--- src/design/rnce_pkg.sv ---
// Package for the rank nibble code encoder: command codes, code limits,
// output queue sizing and the push and queue entry structs. No dependencies.
`default_nettype none

package rnce_pkg;

	localparam logic [1:0] CMD_ENCODE = 2'd0;
	localparam logic [1:0] CMD_LOAD   = 2'd1;
	localparam logic [1:0] CMD_FLUSH  = 2'd2;

	localparam logic [7:0] SHORT_LIMIT = 8'd12;
	localparam logic [7:0] MID_LIMIT   = 8'd60;
	localparam logic [7:0] MID_BASE    = 8'hc0;
	localparam logic [3:0] ESC_NIBBLE  = 4'hf;

	localparam int TABLE_DEPTH = 256;
	localparam int TABLE_AW    = $clog2(TABLE_DEPTH);

	// room for two bytes per item plus two in flight
	localparam int OUTQ_DEPTH = 8;
	localparam int OUTQ_AW    = $clog2(OUTQ_DEPTH);
	localparam int OUTQ_CW    = $clog2(OUTQ_DEPTH + 1);

	// bytes completed by one item, oldest in b0
	typedef struct packed {
		logic [1:0] cnt;
		logic [7:0] b0;
		logic [7:0] b1;
	} push_t;

	typedef struct packed {
		logic       last;
		logic [7:0] data;
	} qent_t;

endpackage

`default_nettype wire

--- src/design/rank_nibble_code_encoder.sv ---
// Rank nibble code encoder, top level.
// Depends on rnce_pkg, rnce_table, rnce_pack and rnce_outq.
//
// Input stream: s_tuser carries the command (encode, load, flush), s_tdata
// carries symbol and rank. Load writes the rank table at the transfer edge;
// encode reads it there and the packer works on the rank in the next cycle.
// Output stream: one packed code byte per transfer, m_tlast on the final
// byte an input item produces. Items that complete no byte produce nothing.
// Output: the table read and valid_s1 are registered, the packer forms the
// bytes, and the queue registers them before m_tvalid rises.
// Throughput: one item per cycle while s_tready is high; an escape code
// adds a second byte, so a run of them drains at one byte per cycle and
// s_tready drops while the eight-entry queue holds more than four bytes.
// When m_tready is low the queue fills and then holds s_tready low; no byte
// is lost. Reset clears the pending half byte and the queue; the rank table
// is not cleared and must be loaded before its entries are encoded.
`default_nettype none

module rank_nibble_code_encoder
	import rnce_pkg::*;
(
	input  wire logic        clk,
	input  wire logic        arst_n,
	input  wire logic        s_tvalid,
	output logic             s_tready,
	input  wire logic [15:0] s_tdata,   // [7:0] symbol, [15:8] rank
	input  wire logic [1:0]  s_tuser,   // [1:0] command
	output logic             m_tvalid,
	input  wire logic        m_tready,
	output logic [7:0]       m_tdata,   // [7:0] out_byte
	output logic             m_tlast
);

	logic       acc;
	logic [7:0] symbol, rank_in, rank_rd;
	push_t      push;

	assign acc     = s_tvalid & s_tready;
	assign symbol  = s_tdata[7:0];
	assign rank_in = s_tdata[15:8];

	rnce_table u_table (
		.clk     (clk),
		.wr_en   (acc && (s_tuser == CMD_LOAD)),
		.wr_addr (symbol),
		.wr_data (rank_in),
		.rd_en   (acc && (s_tuser == CMD_ENCODE)),
		.rd_addr (symbol),
		.rd_data (rank_rd)
	);

	rnce_pack u_pack (
		.clk     (clk),
		.arst_n  (arst_n),
		.acc     (acc),
		.command (s_tuser),
		.rank_rd (rank_rd),
		.push    (push)
	);

	rnce_outq u_outq (
		.clk       (clk),
		.arst_n    (arst_n),
		.push      (push),
		.room      (s_tready),
		.out_valid (m_tvalid),
		.out_ready (m_tready),
		.out_data  (m_tdata),
		.out_last  (m_tlast)
	);

endmodule

`default_nettype wire

--- src/design/rnce_table.sv ---
// Symbol-to-rank table: 256 x 8 synchronous memory, one write port and
// one registered read port. Uses rnce_pkg.
`default_nettype none

module rnce_table
	import rnce_pkg::*;
(
	input  wire logic                clk,
	input  wire logic                wr_en,
	input  wire logic [TABLE_AW-1:0] wr_addr,
	input  wire logic [7:0]          wr_data,
	input  wire logic                rd_en,
	input  wire logic [TABLE_AW-1:0] rd_addr,
	output logic      [7:0]          rd_data
);

	logic [7:0] mem [TABLE_DEPTH];

	always_ff @(posedge clk) begin
		if (wr_en) begin
			mem[wr_addr] <= wr_data;
		end
		if (rd_en) begin
			rd_data <= mem[rd_addr];
		end
	end

endmodule

`default_nettype wire

--- src/design/rnce_pack.sv ---
// Nibble packer: takes the rank read from the table in the cycle after the
// transfer, forms the code and packs it with the pending half byte. Uses rnce_pkg.
`default_nettype none

module rnce_pack
	import rnce_pkg::*;
(
	input  wire logic       clk,
	input  wire logic       arst_n,
	input  wire logic       acc,
	input  wire logic [1:0] command,
	input  wire logic [7:0] rank_rd,
	output push_t           push
);

	logic       valid_s1;
	logic [1:0] cmd_s1;
	logic [3:0] pend_q, pend_d;
	logic       half_q, half_d;
	logic [7:0] mid_code;

	always_ff @(posedge clk or negedge arst_n) begin
		if (!arst_n) begin
			valid_s1 <= 1'b0;
			cmd_s1   <= CMD_ENCODE;
			pend_q   <= 4'h0;
			half_q   <= 1'b0;
		end else begin
			valid_s1 <= acc;
			cmd_s1   <= command;
			pend_q   <= pend_d;
			half_q   <= half_d;
		end
	end

	assign mid_code = MID_BASE + (rank_rd - SHORT_LIMIT);

	always_comb begin
		push   = '0;
		pend_d = pend_q;
		half_d = half_q;
		if (valid_s1) begin
			case (cmd_s1)
				CMD_ENCODE: begin
					if (rank_rd < SHORT_LIMIT) begin
						if (half_q) begin
							push.cnt = 2'd1;
							push.b0  = {pend_q, rank_rd[3:0]};
							pend_d   = 4'h0;
							half_d   = 1'b0;
						end else begin
							pend_d = rank_rd[3:0];
							half_d = 1'b1;
						end
					end else if (rank_rd < MID_LIMIT) begin
						push.cnt = 2'd1;
						if (half_q) begin
							push.b0 = {pend_q, mid_code[7:4]};
							pend_d  = mid_code[3:0];
						end else begin
							push.b0 = mid_code;
						end
					end else begin
						// escape nibble, then the rank byte
						if (half_q) begin
							push.cnt = 2'd2;
							push.b0  = {pend_q, ESC_NIBBLE};
							push.b1  = rank_rd;
							pend_d   = 4'h0;
							half_d   = 1'b0;
						end else begin
							push.cnt = 2'd1;
							push.b0  = {ESC_NIBBLE, rank_rd[7:4]};
							pend_d   = rank_rd[3:0];
							half_d   = 1'b1;
						end
					end
				end
				CMD_FLUSH: begin
					if (half_q) begin
						push.cnt = 2'd1;
						push.b0  = {pend_q, 4'h0};
						pend_d   = 4'h0;
						half_d   = 1'b0;
					end
				end
				default: begin
				end
			endcase
		end
	end

endmodule

`default_nettype wire

--- src/design/rnce_outq.sv ---
// Output byte queue: takes up to two bytes per cycle, hands out one per
// transfer, and tells the input side when there is room. Uses rnce_pkg.
`default_nettype none

module rnce_outq
	import rnce_pkg::*;
(
	input  wire logic       clk,
	input  wire logic       arst_n,
	input  wire push_t      push,
	output logic            room,
	output logic            out_valid,
	input  wire logic       out_ready,
	output logic [7:0]      out_data,
	output logic            out_last
);

	localparam logic [OUTQ_CW-1:0] ROOM_LIMIT = OUTQ_CW'(OUTQ_DEPTH - 4);

	qent_t              mem [OUTQ_DEPTH];
	logic [OUTQ_AW-1:0] wr_ptr_q, rd_ptr_q, wr_ptr_nx;
	logic [OUTQ_CW-1:0] count_q;
	logic               pop;

	assign pop       = out_valid & out_ready;
	assign out_valid = (count_q != '0);
	assign out_data  = mem[rd_ptr_q].data;
	assign out_last  = mem[rd_ptr_q].last;
	assign room      = (count_q <= ROOM_LIMIT);
	assign wr_ptr_nx = wr_ptr_q + OUTQ_AW'(1);

	always_ff @(posedge clk) begin
		if (push.cnt != 2'd0) begin
			mem[wr_ptr_q] <= '{last: (push.cnt == 2'd1), data: push.b0};
		end
		if (push.cnt == 2'd2) begin
			mem[wr_ptr_nx] <= '{last: 1'b1, data: push.b1};
		end
	end

	always_ff @(posedge clk or negedge arst_n) begin
		if (!arst_n) begin
			wr_ptr_q <= '0;
			rd_ptr_q <= '0;
			count_q  <= '0;
		end else begin
			wr_ptr_q <= wr_ptr_q + OUTQ_AW'(push.cnt);
			if (pop) begin
				rd_ptr_q <= rd_ptr_q + OUTQ_AW'(1);
			end
			count_q <= count_q + OUTQ_CW'(push.cnt) - OUTQ_CW'(pop);
		end
	end

endmodule

`default_nettype wire

--- config.mk ---
export PLATFORM = sky130hd
export DESIGN_NAME = rank_nibble_code_encoder
export DESIGN_NICKNAME = d
export VERILOG_FILES = /design/src/design/rnce_pkg.sv /design/src/design/rank_nibble_code_encoder.sv /design/src/design/rnce_table.sv /design/src/design/rnce_pack.sv /design/src/design/rnce_outq.sv
export SDC_FILE = /design/constraint.sdc
export NUM_CORES = 2
export LEC_CHECK = 0
export ABC_AREA = 1
export BUFFER_PORTS_ARGS = -buffer_cell sky130_fd_sc_hd__buf_2
export CAP_MARGIN = 40
export CORE_UTILIZATION = 45
export CTS_BUF_LIST = sky130_fd_sc_hd__clkbuf_16
export DETAILED_ROUTE_END_ITERATION = 10
export GPL_ROUTABILITY_DRIVEN = 0
export PLACE_DENSITY = 0.6
export SETUP_SLACK_MARGIN = 0.3
export SLEW_MARGIN = 20
export SYNTH_ARGS = -nofsm -noshare
export SYNTH_HDL_FRONTEND = slang
export SYNTH_SLANG_ARGS = --single-unit
--- constraint.sdc ---
create_clock -name clk -period 7.5 [get_ports clk]
set_input_delay 0.75 -clock clk [delete_from_list [all_inputs] [get_ports clk]]
set_output_delay 0.75 -clock clk [all_outputs]
set_load 0.005 [all_outputs]
Word level (Yosys, flattened, before mapping)
Memories as Yosys holds them, arrays and structs flattened. A register that Yosys moved wholly into a read port is not among the register bits.
Index checks and enable logic that the tools add are counted.
{"block": "classes", "addsub": 7, "mul": 0, "div_mod_pow": 0, "order_cmp": 3, "eq_ne": 7, "n_shift": 0, "mux": 28, "bitwise": 2, "reduce_logical": 9}
{"cell": "8-bit 2-to-1 mux", "count": 5}
{"cell": "10-bit 2-to-1 mux", "count": 3}
{"cell": "4-bit 2-to-1 mux", "count": 5}
{"cell": "10-bit one-hot mux with 2 select lines", "count": 1}
{"cell": "18-bit 2-to-1 mux", "count": 1}
{"cell": "9-bit 2-to-1 mux", "count": 2}
{"cell": "1-bit 2-to-1 mux", "count": 9}
{"cell": "8-bit adder (first input constant)", "count": 1}
{"cell": "8-bit by 4-bit less-than comparator with 1-bit output (second input constant)", "count": 1}
{"cell": "8-bit by 6-bit less-than comparator with 1-bit output (second input constant)", "count": 1}
{"cell": "4-bit one-hot mux with 2 select lines", "count": 1}
{"cell": "8-bit by 4-bit subtractor with 8-bit output (second input constant)", "count": 1}
{"cell": "3-bit by 1-bit adder with 3-bit output (second input constant)", "count": 2}
{"cell": "4-bit by 2-bit adder with 4-bit output", "count": 1}
{"cell": "2-bit by 1-bit == test with 1-bit output (second input constant)", "count": 2}
{"cell": "2-bit == test (second input constant)", "count": 2}
{"cell": "4-bit by 3-bit less-or-equal comparator with 1-bit output (second input constant)", "count": 1}
{"cell": "2-bit logical NOT", "count": 2}
{"cell": "4-bit by 2-bit != test with 1-bit output (second input constant)", "count": 1}
{"cell": "4-bit AND reduction", "count": 1}
{"cell": "2-bit nonzero test", "count": 2}
{"cell": "4-bit nonzero test", "count": 1}
{"cell": "4-bit by 1-bit subtractor with 4-bit output", "count": 1}
{"cell": "3-bit by 2-bit adder with 3-bit output", "count": 1}
{"cell": "6 further kinds", "count": 8}
{"block": "totals", "reg_bits": 18, "latch_bits": 0, "mem_bits_rw": 2120, "rom_bits": 0, "input_bits": 22, "out_inout_bits": 11, "elab_cells": 65, "memories": 2}
{"memory": "u_table.mem", "words": 256, "word_bits": 8, "rd": 1, "rd_clocked_by_memory_dff": 1, "wr": 1, "line": "rnce_table.sv:17", "text": "logic [7:0] mem [TABLE_DEPTH];"}
{"memory": "u_outq.mem", "words": 8, "word_bits": 9, "rd": 1, "rd_clocked_by_memory_dff": 0, "wr": 2, "line": "rnce_outq.sv:20", "text": "qent_t mem [OUTQ_DEPTH];"}

Depth between registers and ports, before layout
{"block": "logic_depth", "depth_word": 10, "depth_mapped": 17, "mapped_depth_nobuf": 13}

Cells and area by module
Synthesis repeated with hierarchy kept, for this count alone.
{"block": "hier_totals", "hier_cells": 7832, "area_unflattened_um2": 89472.1}
{"module": "rnce_table", "instances": 1, "cells_per_inst": 7003, "area_each_um2": 83476.3, "seq_area_each_um2": 61739.2}
{"module": "rnce_outq", "instances": 1, "cells_per_inst": 670, "area_each_um2": 5042.3, "seq_area_each_um2": 2332.2}
{"module": "rnce_pack", "instances": 1, "cells_per_inst": 151, "area_each_um2": 923.4, "seq_area_each_um2": 200.2}
{"module": "rank_nibble_code_encoder", "instances": 1, "cells_per_inst": 8, "area_each_um2": 30.0, "seq_area_each_um2": 0.0}

Worst setup path after synthesis
OpenSTA, ideal clock, no wires.
{"block": "synth_path", "path_kind": "register -> register", "start": "register u_table.rd_data[3], read port of u_table.mem", "end": "register u_outq.count_q[2]", "setup_ps": 123, "t_arrival_ps": 2633, "required_ps": 7377, "path_slack_ps": 4744, "path_stages_with_launch": 14, "path_buffers": 1, "period_less_slack_ps": 2756, "path_cell_list": "edfxtp_1 -> ha_1 -> nor2_1 -> nand3_1 -> o211ai_1 -> o21ai_0 -> nand2_1 -> clkbuf_1 -> ha_1 -> inv_1 -> ha_1 -> inv_1 -> fa_1 -> xnor2_1"}
{"block": "synth_between", "elab_chain_cells": 7, "word_cells_on_any_way": 8, "cone_classes": "2 x add/sub; 2 x order compare; 4 x mux"}
{"item": "start: declaration", "line": "rnce_table.sv:14", "text": "output logic [7:0] rd_data"}
{"item": "8-bit by 6-bit less-than comparator with 1-bit output", "line": "rnce_pack.sv:55", "text": "end else if (rank_rd < MID_LIMIT) begin"}
{"item": "10-bit 2-to-1 mux", "line": "rnce_pack.sv:55"}
{"item": "10-bit 2-to-1 mux (*)", "line": "rnce_pack.sv:45", "text": "if (rank_rd < SHORT_LIMIT) begin"}
{"item": "10-bit one-hot mux with 2 select lines (*)", "line": "rnce_pack.sv:43", "text": "case (cmd_s1)"}
{"item": "18-bit 2-to-1 mux (*)", "line": "rnce_pack.sv:42", "text": "if (valid_s1) begin"}
{"item": "4-bit by 2-bit adder with 4-bit output (*)", "line": "rnce_outq.sv:51", "text": "count_q <= count_q + OUTQ_CW'(push.cnt) - OUTQ_CW'(pop);"}
{"item": "4-bit by 1-bit subtractor with 4-bit output (*)", "line": "rnce_outq.sv:51"}
{"item": "end signal: assignment", "line": "rnce_outq.sv:51"}
{"item": "end: declaration", "line": "rnce_outq.sv:22", "text": "logic [OUTQ_CW-1:0] count_q;"}
Mark *: on every way between the ends. The rest lies on a longest branch, timed or not.
A chain may end at the register's enable or synchronous reset.

==> metrics.txt <==
routed vias=~60000; CTS buffer count=approximately 220; Reg2Reg Launch Point=u_table.rd_data[2]; Cell variety after synth=33; pin count of the biggest net entering global routing=162; status=complete, no violations; GRT Total Usage=0.257; Setup crit end=u_table.rd_data[1]; Setup TNS=0 ns; initial antenna violation count=4; worst vdd ir=between 200 and 250 µV; r2r setup slk=3.87 ns; CP peak stage delay=0.57 ns; 1st-iter DRT viols=~7000; CTS tree=done; crit path buf inv count=4; Finish-stage setup viols=0; Top delay family on crit path=simple AND/OR/NAND/NOR gates; io pins=33; Crit. End Element=flip-flop; Pwr Density=between 200 and 300 nW/µm²; syn_area_per_cell=10.7 µm²; Initial Util=0.455; FILL cells=17400; sequential fraction of the synthesis area=0.724; Site Rows=approximately 160; Max Cap Viol=0; yosys warns=0; root buf cell=clkbuf_16; Critical Path RT=8.08 ns; share of cells above drive strength 1=0.0612; clock slew at reported path FFs=about 0.060 ns; number of global-route vias before repair=between 50000 and 60000; worst slew pin tran=between 0.9 and 1 ns; Vias per Instance=~5.4; Critical path origin=s_tdata[1]; router iterations before antenna repair=6; Die H=~450 µm; clock skew=between 0.03 and 0.04 ns; grt ovf=0; clk_lat worst skew=0.86 ns; Max Clk Rate=roughly 0.25 GHz; clock buffer depth=3; CTS sink cnt=approximately 2100; crit share post-route=0.537; Area growth syn-to-layout=11.4%; P_leak=38.2 nW; RSZ-0062 raised after global routing=no; core region area=just under 200000 µm²; synthesized area=a little under 90000 µm²; Setup Fix Bufs, Post-CTS=0; Crit Path Max Fanout=a little under 80; H-tree level count=4; register area=about 64000 µm²; min Tclk post-route=4.03 ns; multi-input logic area=around 22000 µm²; Final Hold Fails=0; Mapped Nets=around 8300; first-pass GRT wire length=380000 µm; CP Launch Type=input port; WL final=between 200000 and 300000 µm; register bit count reported by yosys=between 2000 and 2500; slew margin rel.=0.337; Avg WL per Cell=23.2 µm; Worst Reg-to-Reg Cells=9; CP max-delay cell=nor2_1; Most common cell on crit path=nand2_1; Final #Nets=around 8300; dpl hpwl=between 100000 and 150000 µm; Final ANT Viol Nets=0; fin. max-slew vios=0; DRC violations left=0; die width=approximately 450 µm; PortBufs=32; reg-to-reg endpoint=u_outq.mem[4][4]; crit path kind=in -> reg; post-layout power=~26 mW; die area=~200000 µm²; Synth Instances=8292; Critical Path Stages=14; Hold WC Path Type=in -> reg; Critical Path AT=about 4.6 ns; hold slack=between 0.1 and 0.15 ns; crit path cell chain=buf_8 > inv_8 > buf_4 > buf_4 > nand2_1 > nand2_1 > nand2_1 > nand2_1 > o21ai_0 > nand2_1 > nor2_1 > nor2_1 > nor2_1 > nand2_1
## cell usage after synthesis (all sizes together)
cell type  count  area (µm²)
nand2       4522       17000
edfxtp      2120       63700
nor2         449        1710
buf          234        1150
o21ai        232        1160
nand3        217        1090
clkbuf       190         713
inv           68         255
a21oi         66         330
o22ai         58         363
nand4         43         269
dfrtp         18         450
nor3          16        85.1
ha            11         138
o211ai        11        82.6
a31oi          9        56.3
dfxtp          8         160
clkinv         6        22.5
xnor2          4        35.0
xor2           4        35.0
fa             2        40.0
a21boi         1        7.51
nor4           1        6.26
o2111ai        1        8.76
or2            1        6.26
## state kept, by name, summed over array words and instances (netlist names)
register / cells
u_pack.half_q: 1
u_outq.mem: 72
u_pack.valid_s1: 1
u_table.mem: 2048
u_outq.count_q: 4
u_outq.wr_ptr_q: 3
u_pack.pend_q: 4
u_outq.rd_ptr_q: 3
u_table.rd_data: 8
u_pack.cmd_s1: 2
## routing by layer
metal | wire length, µm | vias to the layer above | track usage
met5 | 51 | - | 0
met4 | 9940 | 8 | 0.0971
met3 | 20800 | 466 | 0.0378
met2 | 119000 | 2657 | 0.412
met1 | 107000 | 29400 | 0.355
li1 | - | 27600 | -
## how the worst min path moves through the flow
stage | start | end | slack, ns | cells past startpoint
floorplan | u_outq.mem[1][8] | u_outq.mem[1][8] | 0.44 | 2
global placement | u_outq.mem[1][8] | u_outq.mem[1][8] | 0.45 | 2
detailed placement | u_outq.mem[1][8] | u_outq.mem[1][8] | 0.46 | 2
CTS | s_tuser[0] | u_pack.cmd_s1[0] | 0.08 | 1
global route | s_tuser[0] | u_pack.cmd_s1[0] | 0.11 | 1
finish | s_tuser[0] | u_pack.cmd_s1[0] | 0.14 | 1
## worst reg2reg max path, delay by kind of cell (launching register included)
kind / cells / cell delay, ns
compound gates: 2 / 0.34
simple gates: 6 / 1.88
flops: 1 / 0.68
fa+ha+maj: 1 / 0.39
## power by group
part	switching [mW]	total [mW]	internal, mW
Combinational	1.51	2.03	0.521
Sequential	0.0786	13.3	13.3
Clock	4.58	10.2	5.66
Total	6.16	25.6	19.4
## logic make-up (layout without fill, tap and decap cells)
family,Yosys count,count (layout),synth area share
AOI/OAI and AO/OA,378,378,0.0226
xor gates and xnor gates,8,8,0.000789
adders and majority gates,13,13,0.00200
buffers and inverters,498,664,0.0242
DFF,2146,2146,0.724
other,0,2,0
and+or+nand+nor,5249,5249,0.227
## metrics by stage
stage                      util  cell area, µm²  setup WS, ns  std cells
after detailed placement  0.471           92000          2.77      10700
after CTS                 0.505           98600          3.68      11100
after global placement    0.469           91600          2.64      10600
after floorplan               -           88800          4.74       8292
final                     0.506           98900          3.47      11100
after global routing      0.506           98900          3.49      11100
## cell type report
cell class	instances	area share
Antenna cell	2	0.0000506
Clock buffer	218	0.0551
Clock inverter	171	0.0118
Inverter	74	0.00309
Multi-Input combinational cell	5648	0.227
Sequential cell	2146	0.650
Tap cell	2624	0.0332
Timing Repair Buffer	201	0.0196
## cell usage in the layout, fill, tap and decap left out, types with 2 or more instances in the layout
master      Yosys  routed
buf_8           0      11
buf_2         191      24
bufinv_16       0      12
buf_6           3       3
xor2_1          4       4
inv_16          0       3
inv_6           0       9
nor2_4          3       7
nor3_1         15      14
edfxtp_1     2120    2120
clkinv_4        0       2
nand2_2         3      17
ha_1           11      11
buf_16          0       9
nand2_1      4519    4505
o211ai_1       11      11
nand3_1       217     216
clkbuf_16       0     218
xnor2_1         4       4
nor2_1        446     441
o22ai_1        58      58
a31oi_1         9       9
diode_2         0       2
buf_4           4     136
o21ai_1        96      97
clkinv_1        6      66
clkinv_2        0      32
o21ai_0       136     135
a21oi_1        66      66
dfrtp_1        18      18
clkinv_8        0       5
nand4_1        43      43
buf_12          0      17
inv_8           0       3
dfxtp_1         8       8
fa_1            2       2
clkinvlp_4      0       3
inv_1          64     109
## repair_timing
action                                 in CTS  in global routing
endpoints found under the hold margin      18                  0
gates resized for setup                     0                  0
hold buffers                                1                  0
Power figures use the tool's default switching activity.
